### config.mk
export PLATFORM = sky130hd
export DESIGN_NAME = pointer_cursor_overlay
export DESIGN_NICKNAME = d
export VERILOG_FILES = /design/src/sv/pco_pkg.sv /design/src/sv/pco_motion.sv /design/src/sv/pco_sprite.sv /design/src/sv/pointer_cursor_overlay.sv
export SDC_FILE = /design/constraint.sdc
export NUM_CORES = 1
export LEC_CHECK = 0
export BUFFER_PORTS_ARGS = -buffer_cell sky130_fd_sc_hd__buf_2
export CAP_MARGIN = 20
export CELL_PAD_IN_SITES_DETAIL_PLACEMENT = 1
export CELL_PAD_IN_SITES_GLOBAL_PLACEMENT = 1
export CORE_MARGIN = 4
export CORE_UTILIZATION = 49
export DETAILED_ROUTE_END_ITERATION = 7
export PLACE_DENSITY = 0.92
export SLEW_MARGIN = 30
export SYNTH_ARGS = -nofsm -noshare
export SYNTH_HDL_FRONTEND = slang
export SYNTH_HIERARCHICAL = 1
export SYNTH_SLANG_ARGS = --single-unit
### constraint.sdc
create_clock -name aclk -period 12.5 [get_ports aclk]
set_input_delay 2.5 -clock aclk [delete_from_list [all_inputs] [get_ports aclk]]
set_output_delay 2.5 -clock aclk [all_outputs]
set_load 0.02 [all_outputs]
### src/sv/pco_pkg.sv
// ---------------------------------------------------------------------------
// pco_pkg: shared types, constants and functions of the cursor overlay
// Sizes, sprite codes, report result bundle, clamp limits and arrow bitmap.
// ---------------------------------------------------------------------------
`default_nettype none

package pco_pkg;

    // Coordinate and field widths
    localparam int COORD_BITS = 12;
    localparam int CFG_BITS   = 13;
    localparam int DELTA_BITS = 16;
    localparam int COLOR_BITS = 32;
    localparam int SUM_BITS   = ((COORD_BITS > DELTA_BITS) ? COORD_BITS : DELTA_BITS) + 2;

    // Largest usable screen size in pixels
    localparam int SCREEN_LIM = 1 << COORD_BITS;

    // Register indexes and reset values
    localparam logic REG_SCREEN_WIDTH  = 1'b0;
    localparam logic REG_SCREEN_HEIGHT = 1'b1;
    localparam logic [CFG_BITS-1:0] WIDTH_RESET  = CFG_BITS'(1024);
    localparam logic [CFG_BITS-1:0] HEIGHT_RESET = CFG_BITS'(768);

    // Item kinds
    localparam logic CMD_REPORT = 1'b0;
    localparam logic CMD_QUERY  = 1'b1;

    // Arrow sprite geometry and colors
    localparam int SPRITE_W  = 15;
    localparam int SPRITE_H  = 23;
    localparam int ROW_BITS  = $clog2(SPRITE_H);
    localparam int COL_BITS  = $clog2(SPRITE_W);
    localparam int TIP_LAST  = 13;   // last row of the widening triangle
    localparam int BAR_ROW   = 14;   // horizontal base of the arrow
    localparam int BAR_BLACK = 5;    // last black column on the base row
    localparam int TAIL_LAST = 20;   // last row that draws anything
    localparam logic [COLOR_BITS-1:0] WHITE_ARGB = 32'hFFFF_FFFF;
    localparam logic [COLOR_BITS-1:0] BLACK_ARGB = 32'hFF00_0000;

    typedef enum logic [1:0] {
        SPR_CLEAR = 2'd0,
        SPR_WHITE = 2'd1,
        SPR_BLACK = 2'd2
    } sprite_code_t;

    // Result fields of a mouse report
    typedef struct packed {
        logic [COORD_BITS-1:0] pos_x;
        logic [COORD_BITS-1:0] pos_y;
        logic                  pressed;
        logic                  released;
        logic                  moved;
        logic [1:0]            mask;
    } report_t;

    // Screen size register value to largest valid coordinate
    function automatic logic [COORD_BITS-1:0] size_to_max(input logic [CFG_BITS-1:0] size);
        logic [COORD_BITS-1:0] lim;
        lim = '0;
        if (size == '0) begin
            lim = '0;
        end else if (int'(size) > SCREEN_LIM) begin
            lim = '1;
        end else begin
            lim = COORD_BITS'(size - 1'b1);
        end
        return lim;
    endfunction

    // Arrow bitmap: outline white, body black, base row closes the triangle
    function automatic sprite_code_t arrow_code(input logic [ROW_BITS-1:0] row,
                                                input logic [COL_BITS-1:0] col);
        sprite_code_t          code;
        logic [ROW_BITS-1:0]   rim;
        logic [ROW_BITS-1:0]   col_w;
        code  = SPR_CLEAR;
        rim   = '0;
        col_w = ROW_BITS'(col);
        if (int'(row) <= TIP_LAST) begin
            rim = row;
        end else if (int'(row) > BAR_ROW && int'(row) <= TAIL_LAST) begin
            rim = ROW_BITS'(TAIL_LAST) - row;
        end
        if (int'(row) == BAR_ROW) begin
            if (col == '0) begin
                code = SPR_WHITE;
            end else if (int'(col) <= BAR_BLACK) begin
                code = SPR_BLACK;
            end else if (int'(col) < SPRITE_W) begin
                code = SPR_WHITE;
            end
        end else if (int'(row) <= TAIL_LAST) begin
            if (col == '0 || col_w == rim) begin
                code = SPR_WHITE;
            end else if (col_w < rim) begin
                code = SPR_BLACK;
            end
        end
        return code;
    endfunction

endpackage

`default_nettype wire

### src/sv/pco_motion.sv
// ---------------------------------------------------------------------------
// pco_motion: mouse report datapath
// Adds signed deltas to the cursor, clamps to the screen, finds button edges.
// ---------------------------------------------------------------------------
`default_nettype none

module pco_motion (
    input  wire logic [pco_pkg::COORD_BITS-1:0]        pos_x,
    input  wire logic [pco_pkg::COORD_BITS-1:0]        pos_y,
    input  wire logic                                  last_left,
    input  wire logic [pco_pkg::COORD_BITS-1:0]        max_x,
    input  wire logic [pco_pkg::COORD_BITS-1:0]        max_y,
    input  wire logic signed [pco_pkg::DELTA_BITS-1:0] delta_x,
    input  wire logic signed [pco_pkg::DELTA_BITS-1:0] delta_y,
    input  wire logic                                  left_button,
    input  wire logic                                  right_button,
    output pco_pkg::report_t                           report
);

    localparam int SB = pco_pkg::SUM_BITS;
    localparam int CB = pco_pkg::COORD_BITS;
    localparam int DB = pco_pkg::DELTA_BITS;

    logic [SB-1:0] sum_x;
    logic [SB-1:0] sum_y;
    logic [CB-1:0] new_x;
    logic [CB-1:0] new_y;

    // Sign-extended add of delta to position
    assign sum_x = {{(SB-CB){1'b0}}, pos_x} + {{(SB-DB){delta_x[DB-1]}}, delta_x};
    assign sum_y = {{(SB-CB){1'b0}}, pos_y} + {{(SB-DB){delta_y[DB-1]}}, delta_y};

    // Clamp to 0..max
    always_comb begin
        priority if (sum_x[SB-1]) begin
            new_x = '0;
        end else if (sum_x > {{(SB-CB){1'b0}}, max_x}) begin
            new_x = max_x;
        end else begin
            new_x = sum_x[CB-1:0];
        end
        priority if (sum_y[SB-1]) begin
            new_y = '0;
        end else if (sum_y > {{(SB-CB){1'b0}}, max_y}) begin
            new_y = max_y;
        end else begin
            new_y = sum_y[CB-1:0];
        end
    end

    // Result bundle
    always_comb begin
        report.pos_x    = new_x;
        report.pos_y    = new_y;
        report.pressed  = left_button & ~last_left;
        report.released = ~left_button & last_left;
        report.moved    = (delta_x != '0) | (delta_y != '0);
        report.mask     = {right_button, left_button};
    end

endmodule

`default_nettype wire

### src/sv/pco_sprite.sv
// ---------------------------------------------------------------------------
// pco_sprite: pixel query datapath
// Looks up the arrow sprite at the pixel's offset from the cursor.
// ---------------------------------------------------------------------------
`default_nettype none

module pco_sprite (
    input  wire logic [pco_pkg::COORD_BITS-1:0] pos_x,
    input  wire logic [pco_pkg::COORD_BITS-1:0] pos_y,
    input  wire logic [pco_pkg::COORD_BITS-1:0] max_x,
    input  wire logic [pco_pkg::COORD_BITS-1:0] max_y,
    input  wire logic [pco_pkg::COORD_BITS-1:0] pixel_x,
    input  wire logic [pco_pkg::COORD_BITS-1:0] pixel_y,
    input  wire logic [pco_pkg::COLOR_BITS-1:0] under_color,
    output logic      [pco_pkg::COLOR_BITS-1:0] pixel_color
);

    localparam int CB = pco_pkg::COORD_BITS;

    logic [CB-1:0]         col_off;
    logic [CB-1:0]         row_off;
    logic                  hit;
    pco_pkg::sprite_code_t code;

    // Offset from cursor hot spot and sprite window test
    assign col_off = pixel_x - pos_x;
    assign row_off = pixel_y - pos_y;
    assign hit = (pixel_x <= max_x) && (pixel_y <= max_y)
              && (pixel_x >= pos_x) && (pixel_y >= pos_y)
              && (col_off < CB'(pco_pkg::SPRITE_W))
              && (row_off < CB'(pco_pkg::SPRITE_H));

    assign code = pco_pkg::arrow_code(row_off[pco_pkg::ROW_BITS-1:0],
                                      col_off[pco_pkg::COL_BITS-1:0]);

    // Overlay: opaque sprite pixels replace the underlying color
    always_comb begin
        pixel_color = under_color;
        if (hit) begin
            unique case (code)
                pco_pkg::SPR_WHITE: pixel_color = pco_pkg::WHITE_ARGB;
                pco_pkg::SPR_BLACK: pixel_color = pco_pkg::BLACK_ARGB;
                default:            pixel_color = under_color;
            endcase
        end
    end

endmodule

`default_nettype wire

### src/sv/pointer_cursor_overlay.sv
// An accepted item passes through the input register and then the result register.
// One item per cycle while results are taken; the cursor state updates as an item leaves the
// input register, so the next item already sees the new position.
// A stalled result holds; the input register still takes an item when the result moves.
// Reset (aresetn low, synchronous): both stages empty, cursor at 0,0, left button
// released, screen 1024 x 768.
// ---------------------------------------------------------------------------
// pointer_cursor_overlay: hardware mouse cursor with arrow sprite overlay
// Mouse reports move the clamped cursor; pixel queries overlay the arrow sprite.
// ---------------------------------------------------------------------------
`default_nettype none

module pointer_cursor_overlay (
    input  wire logic                                  aclk,
    input  wire logic                                  aresetn,
    // configuration
    input  wire logic                                  cfg_we,
    input  wire logic                                  cfg_index,
    input  wire logic [pco_pkg::CFG_BITS-1:0]          cfg_wdata,
    // input items
    input  wire logic                                  s_valid,
    output logic                                       s_ready,
    input  wire logic                                  s_cmd,
    input  wire logic signed [pco_pkg::DELTA_BITS-1:0] s_delta_x,
    input  wire logic signed [pco_pkg::DELTA_BITS-1:0] s_delta_y,
    input  wire logic                                  s_left_button,
    input  wire logic                                  s_right_button,
    input  wire logic [pco_pkg::COORD_BITS-1:0]        s_pixel_x,
    input  wire logic [pco_pkg::COORD_BITS-1:0]        s_pixel_y,
    input  wire logic [pco_pkg::COLOR_BITS-1:0]        s_under_color,
    // result items
    output logic                                       m_valid,
    input  wire logic                                  m_ready,
    output logic [pco_pkg::COORD_BITS-1:0]             m_cursor_x,
    output logic [pco_pkg::COORD_BITS-1:0]             m_cursor_y,
    output logic                                       m_left_pressed_edge,
    output logic                                       m_left_released_edge,
    output logic                                       m_moved,
    output logic [1:0]                                 m_button_mask,
    output logic [pco_pkg::COLOR_BITS-1:0]             m_pixel_color
);

    localparam int CB = pco_pkg::COORD_BITS;

    // Configuration, kept as largest valid coordinate
    logic [CB-1:0] max_x_reg;
    logic [CB-1:0] max_y_reg;

    // Cursor state
    logic [CB-1:0] pos_x_reg;
    logic [CB-1:0] pos_y_reg;
    logic          last_left_reg;

    // Input register
    logic                                  in_valid_reg;
    logic                                  in_valid_next;
    logic                                  in_cmd_reg;
    logic signed [pco_pkg::DELTA_BITS-1:0] in_dx_reg;
    logic signed [pco_pkg::DELTA_BITS-1:0] in_dy_reg;
    logic                                  in_left_reg;
    logic                                  in_right_reg;
    logic [CB-1:0]                         in_px_reg;
    logic [CB-1:0]                         in_py_reg;
    logic [pco_pkg::COLOR_BITS-1:0]        in_color_reg;

    // Result register
    logic                                  out_valid_reg;
    logic                                  out_valid_next;
    logic [CB-1:0]                         out_x_reg;
    logic [CB-1:0]                         out_y_reg;
    logic                                  out_pressed_reg;
    logic                                  out_released_reg;
    logic                                  out_moved_reg;
    logic [1:0]                            out_mask_reg;
    logic [pco_pkg::COLOR_BITS-1:0]        out_color_reg;

    logic                           out_free;
    logic                           advance;
    logic                           take;
    logic                           is_report;
    pco_pkg::report_t               report;
    logic [pco_pkg::COLOR_BITS-1:0] query_color;

    // Handshake: result stage frees up when empty or being taken
    assign out_free  = ~out_valid_reg | m_ready;
    assign advance   = in_valid_reg & out_free;
    assign s_ready   = ~in_valid_reg | out_free;
    assign take      = s_valid & s_ready;
    assign is_report = (in_cmd_reg == pco_pkg::CMD_REPORT);

    always_comb begin
        in_valid_next = in_valid_reg;
        if (take) begin
            in_valid_next = 1'b1;
        end else if (advance) begin
            in_valid_next = 1'b0;
        end
        out_valid_next = out_valid_reg;
        if (advance) begin
            out_valid_next = 1'b1;
        end else if (m_ready) begin
            out_valid_next = 1'b0;
        end
    end

    // Datapaths
    pco_motion u_motion (
        .pos_x        (pos_x_reg),
        .pos_y        (pos_y_reg),
        .last_left    (last_left_reg),
        .max_x        (max_x_reg),
        .max_y        (max_y_reg),
        .delta_x      (in_dx_reg),
        .delta_y      (in_dy_reg),
        .left_button  (in_left_reg),
        .right_button (in_right_reg),
        .report       (report)
    );

    pco_sprite u_sprite (
        .pos_x       (pos_x_reg),
        .pos_y       (pos_y_reg),
        .max_x       (max_x_reg),
        .max_y       (max_y_reg),
        .pixel_x     (in_px_reg),
        .pixel_y     (in_py_reg),
        .under_color (in_color_reg),
        .pixel_color (query_color)
    );

    // Control and state registers
    always_ff @(posedge aclk) begin
        if (!aresetn) begin
            in_valid_reg  <= 1'b0;
            out_valid_reg <= 1'b0;
            pos_x_reg     <= '0;
            pos_y_reg     <= '0;
            last_left_reg <= 1'b0;
            max_x_reg     <= pco_pkg::size_to_max(pco_pkg::WIDTH_RESET);
            max_y_reg     <= pco_pkg::size_to_max(pco_pkg::HEIGHT_RESET);
        end else begin
            in_valid_reg  <= in_valid_next;
            out_valid_reg <= out_valid_next;
            if (advance && is_report) begin
                pos_x_reg     <= report.pos_x;
                pos_y_reg     <= report.pos_y;
                last_left_reg <= in_left_reg;
            end
            if (cfg_we) begin
                unique case (cfg_index)
                    pco_pkg::REG_SCREEN_WIDTH:  max_x_reg <= pco_pkg::size_to_max(cfg_wdata);
                    pco_pkg::REG_SCREEN_HEIGHT: max_y_reg <= pco_pkg::size_to_max(cfg_wdata);
                    default: ;
                endcase
            end
        end
    end

    // Input payload register
    always_ff @(posedge aclk) begin
        if (take) begin
            in_cmd_reg   <= s_cmd;
            in_dx_reg    <= s_delta_x;
            in_dy_reg    <= s_delta_y;
            in_left_reg  <= s_left_button;
            in_right_reg <= s_right_button;
            in_px_reg    <= s_pixel_x;
            in_py_reg    <= s_pixel_y;
            in_color_reg <= s_under_color;
        end
    end

    // Result payload register
    always_ff @(posedge aclk) begin
        if (advance) begin
            if (is_report) begin
                out_x_reg        <= report.pos_x;
                out_y_reg        <= report.pos_y;
                out_pressed_reg  <= report.pressed;
                out_released_reg <= report.released;
                out_moved_reg    <= report.moved;
                out_mask_reg     <= report.mask;
                out_color_reg    <= '0;
            end else begin
                out_x_reg        <= pos_x_reg;
                out_y_reg        <= pos_y_reg;
                out_pressed_reg  <= 1'b0;
                out_released_reg <= 1'b0;
                out_moved_reg    <= 1'b0;
                out_mask_reg     <= '0;
                out_color_reg    <= query_color;
            end
        end
    end

    assign m_valid              = out_valid_reg;
    assign m_cursor_x           = out_x_reg;
    assign m_cursor_y           = out_y_reg;
    assign m_left_pressed_edge  = out_pressed_reg;
    assign m_left_released_edge = out_released_reg;
    assign m_moved              = out_moved_reg;
    assign m_button_mask        = out_mask_reg;
    assign m_pixel_color        = out_color_reg;

endmodule

`default_nettype wire

==> results of run 1 <==
-- logic make-up (layout without fill, tap and decap cells) --
family / after synthesis / after routing
AO/OA/AOI/OAI: 298 / 298
XOR/XNOR: 25 / 25
adder cells (fa/ha/maj): 113 / 113
buffers and inverters: 168 / 337
flip-flops: 203 / 203
multiplexers: 83 / 83
AND/OR/NAND/NOR: 395 / 395
-- layer usage --
layer	vias up	global-route usage (%)	part of all wire [%]
met2	426	48.3	50
met5	-	0	0
met4	0	10.7	3.7
met3	109	4.00	5.5
met1	5475	35.4	41
li1	4998	-	-
-- placed cells by master (no fill, tap or decap), types with 6 or more instances in the layout --
master / instances
a31oi_1: 6
nand4_1: 22
mux2i_1: 32
nand2_1: 127
nand3_1: 25
edfxtp_1: 152
nand2b_1: 20
nor4_1: 17
a211oi_1: 15
xor2_1: 13
xnor2_1: 12
a21boi_0: 32
clkbuf_1: 7
a21oi_1: 55
nor3_1: 20
ha_1: 107
and2_1: 38
or2_2: 13
a21o_1: 10
mux2_2: 49
o21a_1: 14
inv_1: 117
o21ai_0: 71
o2111ai_1: 7
clkbuf_16: 23
o211ai_1: 23
nor3b_1: 6
nor2b_1: 24
buf_2: 171
o21ai_1: 7
nor2_1: 51
o31ai_1: 6
dfxtp_1: 51
-- metrics by stage --
| step | worst slack [ps] | utilization (%) | hold slack [ps] | power (mW) |
|---|---|---|---|---|
| 6_report | 5560 | 56.8 | 514 | 1.81 |
| 5_1_grt | 5040 | 56.8 | 563 | 1.88 |
| 4_1_cts | 5660 | 56.8 | 525 | 1.81 |
| 3_5_place_dp | 5740 | 53.9 | 497 | 1.12 |
| 3_3_place_gp | 6080 | 53.8 | 467 | 1.10 |
| 2_1_floorplan | 6080 | - | 452 | 1.01 |
-- where the power goes --
group | switching [mW] | leakage, nW | internal (mW) | total (mW)
logic | 0.200 | 4.04 | 0.124 | 0.324
clock network | 0.277 | 0.377 | 0.411 | 0.688
registers | 0.0290 | 1.89 | 0.765 | 0.794
total | 0.506 | 6.31 | 1.30 | 1.81
-- cells in the mapped netlist (32+ instances only) --
| cell type | instances | share of area, % |
|---|---|---|
| edfxtp_1 | 152 | 35 |
| nor2_1 | 51 | 1.5 |
| a21boi_0 | 32 | 1.9 |
| a21oi_1 | 57 | 2.2 |
| dfxtp_1 | 51 | 7.9 |
| inv_1 | 117 | 3.4 |
| mux2i_1 | 32 | 2.5 |
| ha_1 | 107 | 10 |
| nand2_1 | 127 | 3.7 |
| and2_1 | 39 | 1.9 |
| clkbuf_1 | 32 | 0.93 |
| o21ai_0 | 71 | 2.8 |
| mux2_2 | 49 | 4.3 |
-- worst register-to-register path, delay by kind of cell, from the launching register on --
kind / cells / cell delay, ps
and+or+nand+nor: 9 / 1660
AOI/OAI and AO/OA: 12 / 2640
adders and majority gates: 4 / 1140
muxes: 1 / 420
buffers and inverters: 2 / 490
DFF: 1 / 340
-- worst max path at each step --
stage / endpoint / slack [ps] / cells past startpoint
3_3_place_gp: m_pixel_color[13] / 6080 / 28
6_report: m_pixel_color[10] / 5560 / 28
5_1_grt: m_pixel_color[10] / 5040 / 28
2_1_floorplan: pos_x_reg[0] / 6080 / 7
4_1_cts: m_pixel_color[10] / 5660 / 28
3_5_place_dp: m_pixel_color[14] / 5740 / 28
-- final cells by class --
class | instances | area (um^2) | share of cell area, %
Timing Repair Buffer | 178 | 916 | 6.20
Inverter | 117 | 439 | 2.97
Sequential cell | 203 | 5590 | 37.8
Clock inverter | 7 | 90.1 | 0.610
Tap cell | 335 | 419 | 2.84
Multi-Input combinational cell | 914 | 6650 | 45.0
Clock buffer | 35 | 671 | 4.54
==> flow_summary_export.csv, run 1 <==
group,metric,value,unit
run_status,status,"complete, no violations",
synth,synth_top_family_by_area,"simple AND/OR/NAND/NOR gates",
min_path,holdPathEnd,"pos_y_reg[2]",
detailed_routing,ant_nets,0,
setup_path,reg2reg_from,"in_py_reg[0]",
timing,hold_violations,0,
job,cap_violations,0,
synth,ys_types,80,
floorplanning,rows,59,
timing,tightest_slew,820,ps
global_routing,grt_pass1_wl,64400,um
place,dpl-instance-area,14000,um^2
timing,setup_viol,0,
clocking,post_cts_resized,0,
clocking,clock_latency,520,ps
power,vdd_drop_max,0.000105,V
timing,rsz0062_at_grt,"no",
detailed_routing,vias,11000,
clocking,clk_path_buf_depth,3,
detailed_routing,firstDrtPassIters,5,
cells_and_area,antenna_cells,0,
timing,finalMaxSlewViolations,0,
synth,synth_seq_area_share,43.2,%
global_routing,antenna_found_initial,0,
synth,synth-xor-area-share,1.69,%
power,p_leak,6.31,nW
global_routing,grt_overflow,0,
setup_path,worst_ep_required_time,12780,ps
synth,synthFlopType,"edfxtp_1",
power,powerDensity,122,nW/um^2
clocking,cts_made_buffers,23,
detailed_routing,via_per_inst,6.15,
setup_path,cpMaxStageDelayCell,"a22oi_1",
setup_path,critPathArrivalTime,7210,ps
global_routing,grt_use_total,27.9,%
clocking,root_buffer,"clkbuf_16",
setup_path,worst-setup-path-type,"reg2reg",
synth,synthCells,1285,
place,dp.final_hpwl,29900,um
clocking,holdBufCountCts,0,
timing,skew,21.5,ps
floorplanning,die_h,170,um
synth,syn_avg_cell_area,10.1,um^2
cells_and_area,drive_gt1_share,20.6,%
cells_and_area,stdcell_area,14800,um^2
cells_and_area,fin_cells,1789,
synth,synth_seq_cells,203,
floorplanning,chipWidth,170,um
floorplanning,core,26000,um^2
timing,clock.fmax,144,MHz
setup_path,cpLargestDelayFamily,"compound AO/OA/AOI/OAI gates",
synth,synth-adder-area-share,11.1,%
detailed_routing,drt_iter0_drc,837,
clocking,cts_tree,"yes",
timing,slew_headroom,45.3,%
cells_and_area,final_net_count,1658,
place,place.port_buffers,172,
min_path,min_path_cells,2,
timing,period_needed,6940,ps
setup_path,cpPeakStageDelay,450,ps
detailed_routing,drc,0,
floorplanning,ioPinCount,173,
synth,yosys.area_share.simple,15.9,%
synth,syn_area,12900,um^2
timing,finalCritPeriodShare,55.5,%
synth,synthMuxAreaShare,6.95,%
synth,synth_edf_count,152,
floorplanning,start_util,49.7,%
min_path,worstHoldStart,"pos_y_reg[2]",
setup_path,worstRegToRegCells,28,
setup_path,r2r-end,"m_pixel_color[10]",
timing,setup_tns,0,ps
synth,synth_compound_area_share,15.7,%
global_routing,grt_max_degree,69,
cells_and_area,area_growth,14.3,%
clocking,htree_levels,1,
detailed_routing,routed_wirelength,41500,um
cells_and_area,fill_cells,2967,
setup_path,startpoint,"in_py_reg[0]",
floorplanning,die_area,29000,um^2
setup_path,crit_path_max_fanout,32,
detailed_routing,post_drt_wl_per_cell,23.2,um
place,gp_congestion,0.916,
place,dp_cells,1747,
synth,yosys_warnings,6,
synth,async_flop_share,0,%
clocking,cts_sinks,203,
setup_path,end_kind,"flip-flop",
setup_path,reg2reg_slack,5560,ps
clocking,post_cts_buffers,0,
global_routing,grt_pass1_vias,11700,
min_path,hp-class,"reg2reg",
setup_path,crit_buf_inv,2,
clocking,clk_pin_slew_worst_paths,60,ps
setup_path,start_kind,"flip-flop",
synth,syn-num-nets,1506,
(Power assumes the default switching activity.)
==> run 2, diff against run 1 <==
--- a/config.mk
+++ b/config.mk
@@ -10,9 +10,9 @@
 export CELL_PAD_IN_SITES_DETAIL_PLACEMENT = 1
 export CELL_PAD_IN_SITES_GLOBAL_PLACEMENT = 1
 export CORE_MARGIN = 4
-export CORE_UTILIZATION = 49
+export CORE_UTILIZATION = 46
 export DETAILED_ROUTE_END_ITERATION = 7
-export PLACE_DENSITY = 0.92
+export PLACE_DENSITY = 0.87
 export SLEW_MARGIN = 30
 export SYNTH_ARGS = -nofsm -noshare
 export SYNTH_HDL_FRONTEND = slang
==> constraint.sdc (replaced) <==
create_clock -name aclk -period 7.1 [get_ports aclk]
set_input_delay 1.42 -clock aclk [delete_from_list [all_inputs] [get_ports aclk]]
set_output_delay 1.42 -clock aclk [all_outputs]
set_load 0.02 [all_outputs]
==> run 2 against run 1 <==
Cell area rose by 0.57%. Maximum frequency rose by 5.1%. Clock skew fell by 3.4 ps. First-iteration DRC count rose by 2.5%. Die area rose by 6.2%. Wire length fell by 2.8%. Critical path depth did not move. Total power rose by 76%. Final cell count rose by 2.6%. Clock power rose by 77%. Sequential power rose by 76%. Via count fell by 1.0%. Critical path type unchanged. Largest power group unchanged.
==> flow_summary_export.csv, run 2 (same netlist as run 1, synthesis figures left out) <==
group,metric,value,unit
timing,slew_headroom,35.2,%
cells_and_area,drive_gt1_share,20.7,%
place,gp_congestion,0.892,
floorplanning,die_h,176,um
min_path,holdPathEnd,"pos_y_reg[5]",
clocking,clock_latency,530,ps
floorplanning,die_area,30800,um^2
clocking,clk_pin_slew_worst_paths,60,ps
detailed_routing,routed_wirelength,40400,um
global_routing,grt_pass1_vias,11600,
power,power.switching,893,uW
clocking,clk_path_buf_depth,3,
detailed_routing,drt_iter0_drc,858,
setup_path,cpMaxStageDelayCell,"a2111oi_0",
timing,finalCritPeriodShare,93.0,%
clocking,cts_tree,"yes",
floorplanning,start_util,46.5,%
power,clkPwrFrac,38.4,%
power,p_comb_share,17.6,%
place,dp.final_hpwl,29500,um
clocking,holdBufCountCts,0,
clocking,post_cts_buffers,0,
min_path,min_path_cells,2,
global_routing,grt_pass1_wl,63100,um
job,cap_violations,0,
global_routing,grt_use_total,25.6,%
clocking,htree_levels,1,
detailed_routing,firstDrtPassIters,5,
floorplanning,ioPinCount,173,
power,powerDensity,214,nW/um^2
cells_and_area,layout_commonest_cell,"buf_2",
timing,setup_tns,0,ps
power,p_sw_share,28.1,%
timing,skew,18.2,ps
setup_path,cpPeakStageDelay,450,ps
timing,finalMaxSlewViolations,0,
place,place.port_buffers,172,
timing,timing.final.ws_setup,498,ps
setup_path,crit_path_max_fanout,32,
clocking,cts_made_buffers,24,
timing,tightest_slew,973,ps
cells_and_area,final_cell_mix,"buf_2 (171), edfxtp_1 (152), nand2_1 (127)",
global_routing,grt_max_degree,70,
run_status,status,"complete, no violations",
setup_path,worstRegToRegCells,28,
setup_path,reg2reg_slack,500,ps
setup_path,worst_ep_required_time,7380,ps
setup_path,critPathArrivalTime,6880,ps
detailed_routing,vias,10900,
power,vdd_drop_max,0.000199,V
detailed_routing,drc,0,
timing,clock.fmax,151,MHz
floorplanning,chipWidth,176,um
min_path,worstHoldStart,"pos_y_reg[5]",
floorplanning,core,27800,um^2
cells_and_area,area_growth,15.0,%
clocking,cts_sinks,203,
timing,setup_viol,0,
detailed_routing,via_per_inst,5.93,
setup_path,start_kind,"flip-flop",
detailed_routing,ant_nets,0,
setup_path,end_kind,"flip-flop",
global_routing,grt_overflow,0,
floorplanning,rows,61,
clocking,root_buffer,"clkbuf_16",
setup_path,reg2reg_from,"in_py_reg[0]",
timing,period_needed,6600,ps
timing,rsz0062_at_grt,"no",
place,post-place-ws,330,ps
setup_path,worst-setup-path-type,"reg2reg",
cells_and_area,final_net_count,1659,
power,seqPwrFrac,44.0,%
min_path,hp-class,"reg2reg",
timing,hold_violations,0,
power,p_int,2.28,mW
power,p_leak,6.31,nW
setup_path,r2r-end,"m_pixel_color[4]",
detailed_routing,post_drt_wl_per_cell,22.0,um
global_routing,antenna_found_initial,1,
run 2: cell count changes in the layout (fill, tap and decap cells not counted), moves of 2 or more:
cell       before  now
buf_6           2    0
clkbuf_1        7    9
clkbuf_16      23   25
clkbuf_8        5    3
clkinv_2        3    1
diode_2         0    2
inv_4           1    3
run 2: final cells by class:
type | count | area [um^2]
diodes | 2 | 5.00
clock buffers | 37 | 701
clock inverters | 7 | 77.6
fillers | 3195 | 12900
inverters | 117 | 439
multi-input cells | 914 | 6660
flip-flops and latches | 203 | 5590
well taps | 378 | 473
repair buffers | 178 | 916
run 2: critical path, delay by kind of cell (launching register included):
family                     cells  cell delay, ps
muxes                          1             370
DFF                            1             350
AOI/OAI and AO/OA             12            2610
adders and majority gates      4            1180
buffers and inverters          2             360
and+or+nand+nor                9            1440
run 2: power by group through the flow:
stage	sequential (mW)	clock, mW	combinational, mW
after floorplan	1.42	0	0.358
after global placement	1.42	0	0.518
after detailed placement	1.42	0	0.543
after CTS	1.40	1.24	0.553
after global routing	1.40	1.30	0.619
final	1.40	1.22	0.559
run 2: timing repair:
| item | in CTS | in global routing |
|---|---|---|
| gates resized for setup | 0 | 5 |
| setup endpoints to repair | 0 | 24 |
| hold endpoints to repair | 0 | 0 |
run 2: how the worst max path moves through the flow:
stage	startpoint	end	slack [ps]	cells past startpoint
floorplan	in_py_reg[0]	m_pixel_color[22]	1210	28
global placement	in_py_reg[0]	m_pixel_color[8]	640	28
detailed placement	in_py_reg[0]	m_pixel_color[15]	330	28
CTS	in_py_reg[0]	m_pixel_color[4]	260	28
global route	in_py_reg[0]	m_pixel_color[21]	30	28
finish	in_py_reg[0]	m_pixel_color[4]	500	28
run 2: stage by stage:
step | cells | instance area [um^2] | hold WS [ps] | utilization (%) | total power [mW]
after floorplan | 1285 | 12900 | 452 | - | 1.78
after global placement | 1790 | 14000 | 466 | 50.5 | 1.93
after detailed placement | 1790 | 14000 | 513 | 50.6 | 1.96
after CTS | 1834 | 14800 | 520 | 53.4 | 3.19
after global routing | 1835 | 14800 | 554 | 53.4 | 3.32
final | 1836 | 14900 | 527 | 53.5 | 3.18
run 2: routing by layer:
metal,track usage (%),wire (um),up-vias
met5,0,0,-
met4,8.02,1350,0
met3,3.55,2130,88
met2,45.5,20400,364
met1,32.4,16500,5448
li1,-,-,4996
==> run 3, diff against run 2 <==
==> constraint.sdc (replaced) <==
create_clock -name aclk -period 7.3 [get_ports aclk]
set_input_delay 1.46 -clock aclk [delete_from_list [all_inputs] [get_ports aclk]]
set_output_delay 1.46 -clock aclk [all_outputs]
set_load 0.02 [all_outputs]
==> run 3 against run 2 <==
Die area did not move. Flip-flop and latch count unchanged. Maximum frequency fell by 3.6%. Highest routed layer unchanged.
==> flow_summary_export.csv, run 3 (same netlist as run 1, synthesis figures left out) <==
group,metric,value,unit
floorplanning,die_h,176,um
timing,tightest_slew,958,ps
setup_path,worst_ep_required_time,7600,ps
place,place.port_buffers,172,
timing,slew_headroom,36.1,%
detailed_routing,vias,10700,
setup_path,crit_path_max_fanout,32,
clocking,clk_path_buf_depth,3,
floorplanning,ioPinCount,173,
cells_and_area,antenna_cells,0,
cells_and_area,final_cell_mix,"buf_2 (171), edfxtp_1 (152), nand2_1 (127)",
global_routing,antenna_found_initial,0,
floorplanning,core,27800,um^2
setup_path,cpPeakStageDelay,440,ps
clocking,clk_pin_slew_worst_paths,60,ps
clocking,cts_sinks,203,
power,finalPower,3.07,mW
floorplanning,start_util,46.5,%
clocking,cts_tree,"yes",
timing,clock.fmax,146,MHz
cells_and_area,fill_cells,3174,
power,vdd_drop_max,0.000167,V
clocking,root_buffer,"clkbuf_16",
timing,rsz0062_at_grt,"no",
floorplanning,die_area,30800,um^2
cells_and_area,stdcell_area,14800,um^2
place,dpl-instance-area,14000,um^2
global_routing,grt_overflow,0,
timing,setup_tns,0,ps
detailed_routing,drc,0,
timing,hold_violations,0,
floorplanning,chipWidth,176,um
place,dp.final_hpwl,30400,um
timing,period_needed,6850,ps
clocking,htree_levels,1,
place,gp_congestion,0.888,
timing,hold-worst-slack,494,ps
run_status,status,"complete, no violations",
setup_path,reg2reg_slack,450,ps
cells_and_area,final_net_count,1660,
detailed_routing,ant_nets,0,
cells_and_area,area_growth,14.7,%
global_routing,grt_use_total,25.8,%
timing,setup_viol,0,
global_routing,grt_max_degree,70,
detailed_routing,drt_iter0_drc,706,
setup_path,worst-setup-path-type,"reg2reg",
setup_path,critPathArrivalTime,7140,ps
setup_path,cpLargestDelayFamily,"compound AO/OA/AOI/OAI gates",
cells_and_area,drive_gt1_share,20.7,%
cells_and_area,layout_commonest_cell,"buf_2",
power,powerDensity,207,nW/um^2
timing,finalCritPeriodShare,93.8,%
clocking,cts_made_buffers,25,
setup_path,crit_buf_inv,2,
clocking,holdBufCountCts,0,
power,p_leak,6.30,nW
global_routing,grt_pass1_vias,11600,
timing,skew,14.9,ps
cells_and_area,fin_cells,1836,
setup_path,cpMaxStageDelayCell,"a2111oi_0",
clocking,clock_latency,550,ps
global_routing,grt_pass1_wl,63200,um
setup_path,start_kind,"flip-flop",
timing,finalMaxSlewViolations,0,
setup_path,end_kind,"flip-flop",
detailed_routing,routed_wirelength,40700,um
job,cap_violations,0,
floorplanning,rows,61,
detailed_routing,via_per_inst,5.84,
min_path,hp-class,"reg2reg",
detailed_routing,firstDrtPassIters,5,
place,dp_cells,1790,
detailed_routing,post_drt_wl_per_cell,22.2,um
run 3: cell types whose count changed in the layout (fill, tap and decap cells not counted), sizes merged:
cell      delta
clkbuf       -2
clkinv       +4
diode        -2
clkinvlp     +1
bufinv       -1
run 3: path summary, 6_finish.rpt:
kind	endpoint	startpoint	cells after the start
min reg2reg	last_left_reg	last_left_reg	2
max reg2reg	m_pixel_color[2]	in_py_reg[0]	28
min	last_left_reg	last_left_reg	2
max	m_pixel_color[2]	in_py_reg[0]	28
run 3: worst min-delay path: stages (launching register included):
cell and delay (ps):
dfxtp_1 320, nand2_1 50, a21boi_0 70
run 3: metrics by stage:
stage,utilization [%],setup slack (ps)
global route,53.3,13.8
finish,53.3,454
floorplan,-,1410
detailed placement,50.6,383
global placement,50.5,837
CTS,53.3,364
run 3: report_power, final:
group	switching [mW]	total, mW	internal, mW	leakage (nW)
Combinational	0.336	0.548	0.212	4.04
Clock	0.505	1.16	0.654	0.370
Sequential	0.0497	1.36	1.31	1.89
Total	0.891	3.07	2.18	6.30
run 3: timing repair:
action / in CTS / in global routing
setup buffers: 0 / 0
setup endpoints to repair: 0 / 24
gates resized for setup: 0 / 2
run 3: layout make-up:
class	count	area, um^2	share of cell area (%)
clock buffers	35	677	4.57
flip-flops and latches	203	5590	37.7
multi-input cells	914	6650	44.9
well taps	378	473	3.19
repair buffers	178	912	6.16
clock inverters	11	78.8	0.532
inverters	117	439	2.96
run 3: routing by layer:
| metal | global-route usage, % | up-vias | part of all wire (%) |
|---|---|---|---|
| li1 | - | 5000 | - |
| met1 | 32.5 | 5260 | 41 |
| met2 | 44.7 | 344 | 50 |
| met3 | 3.72 | 113 | 5.0 |
| met4 | 10.3 | 0 | 4.3 |
| met5 | 0 | - | 0 |
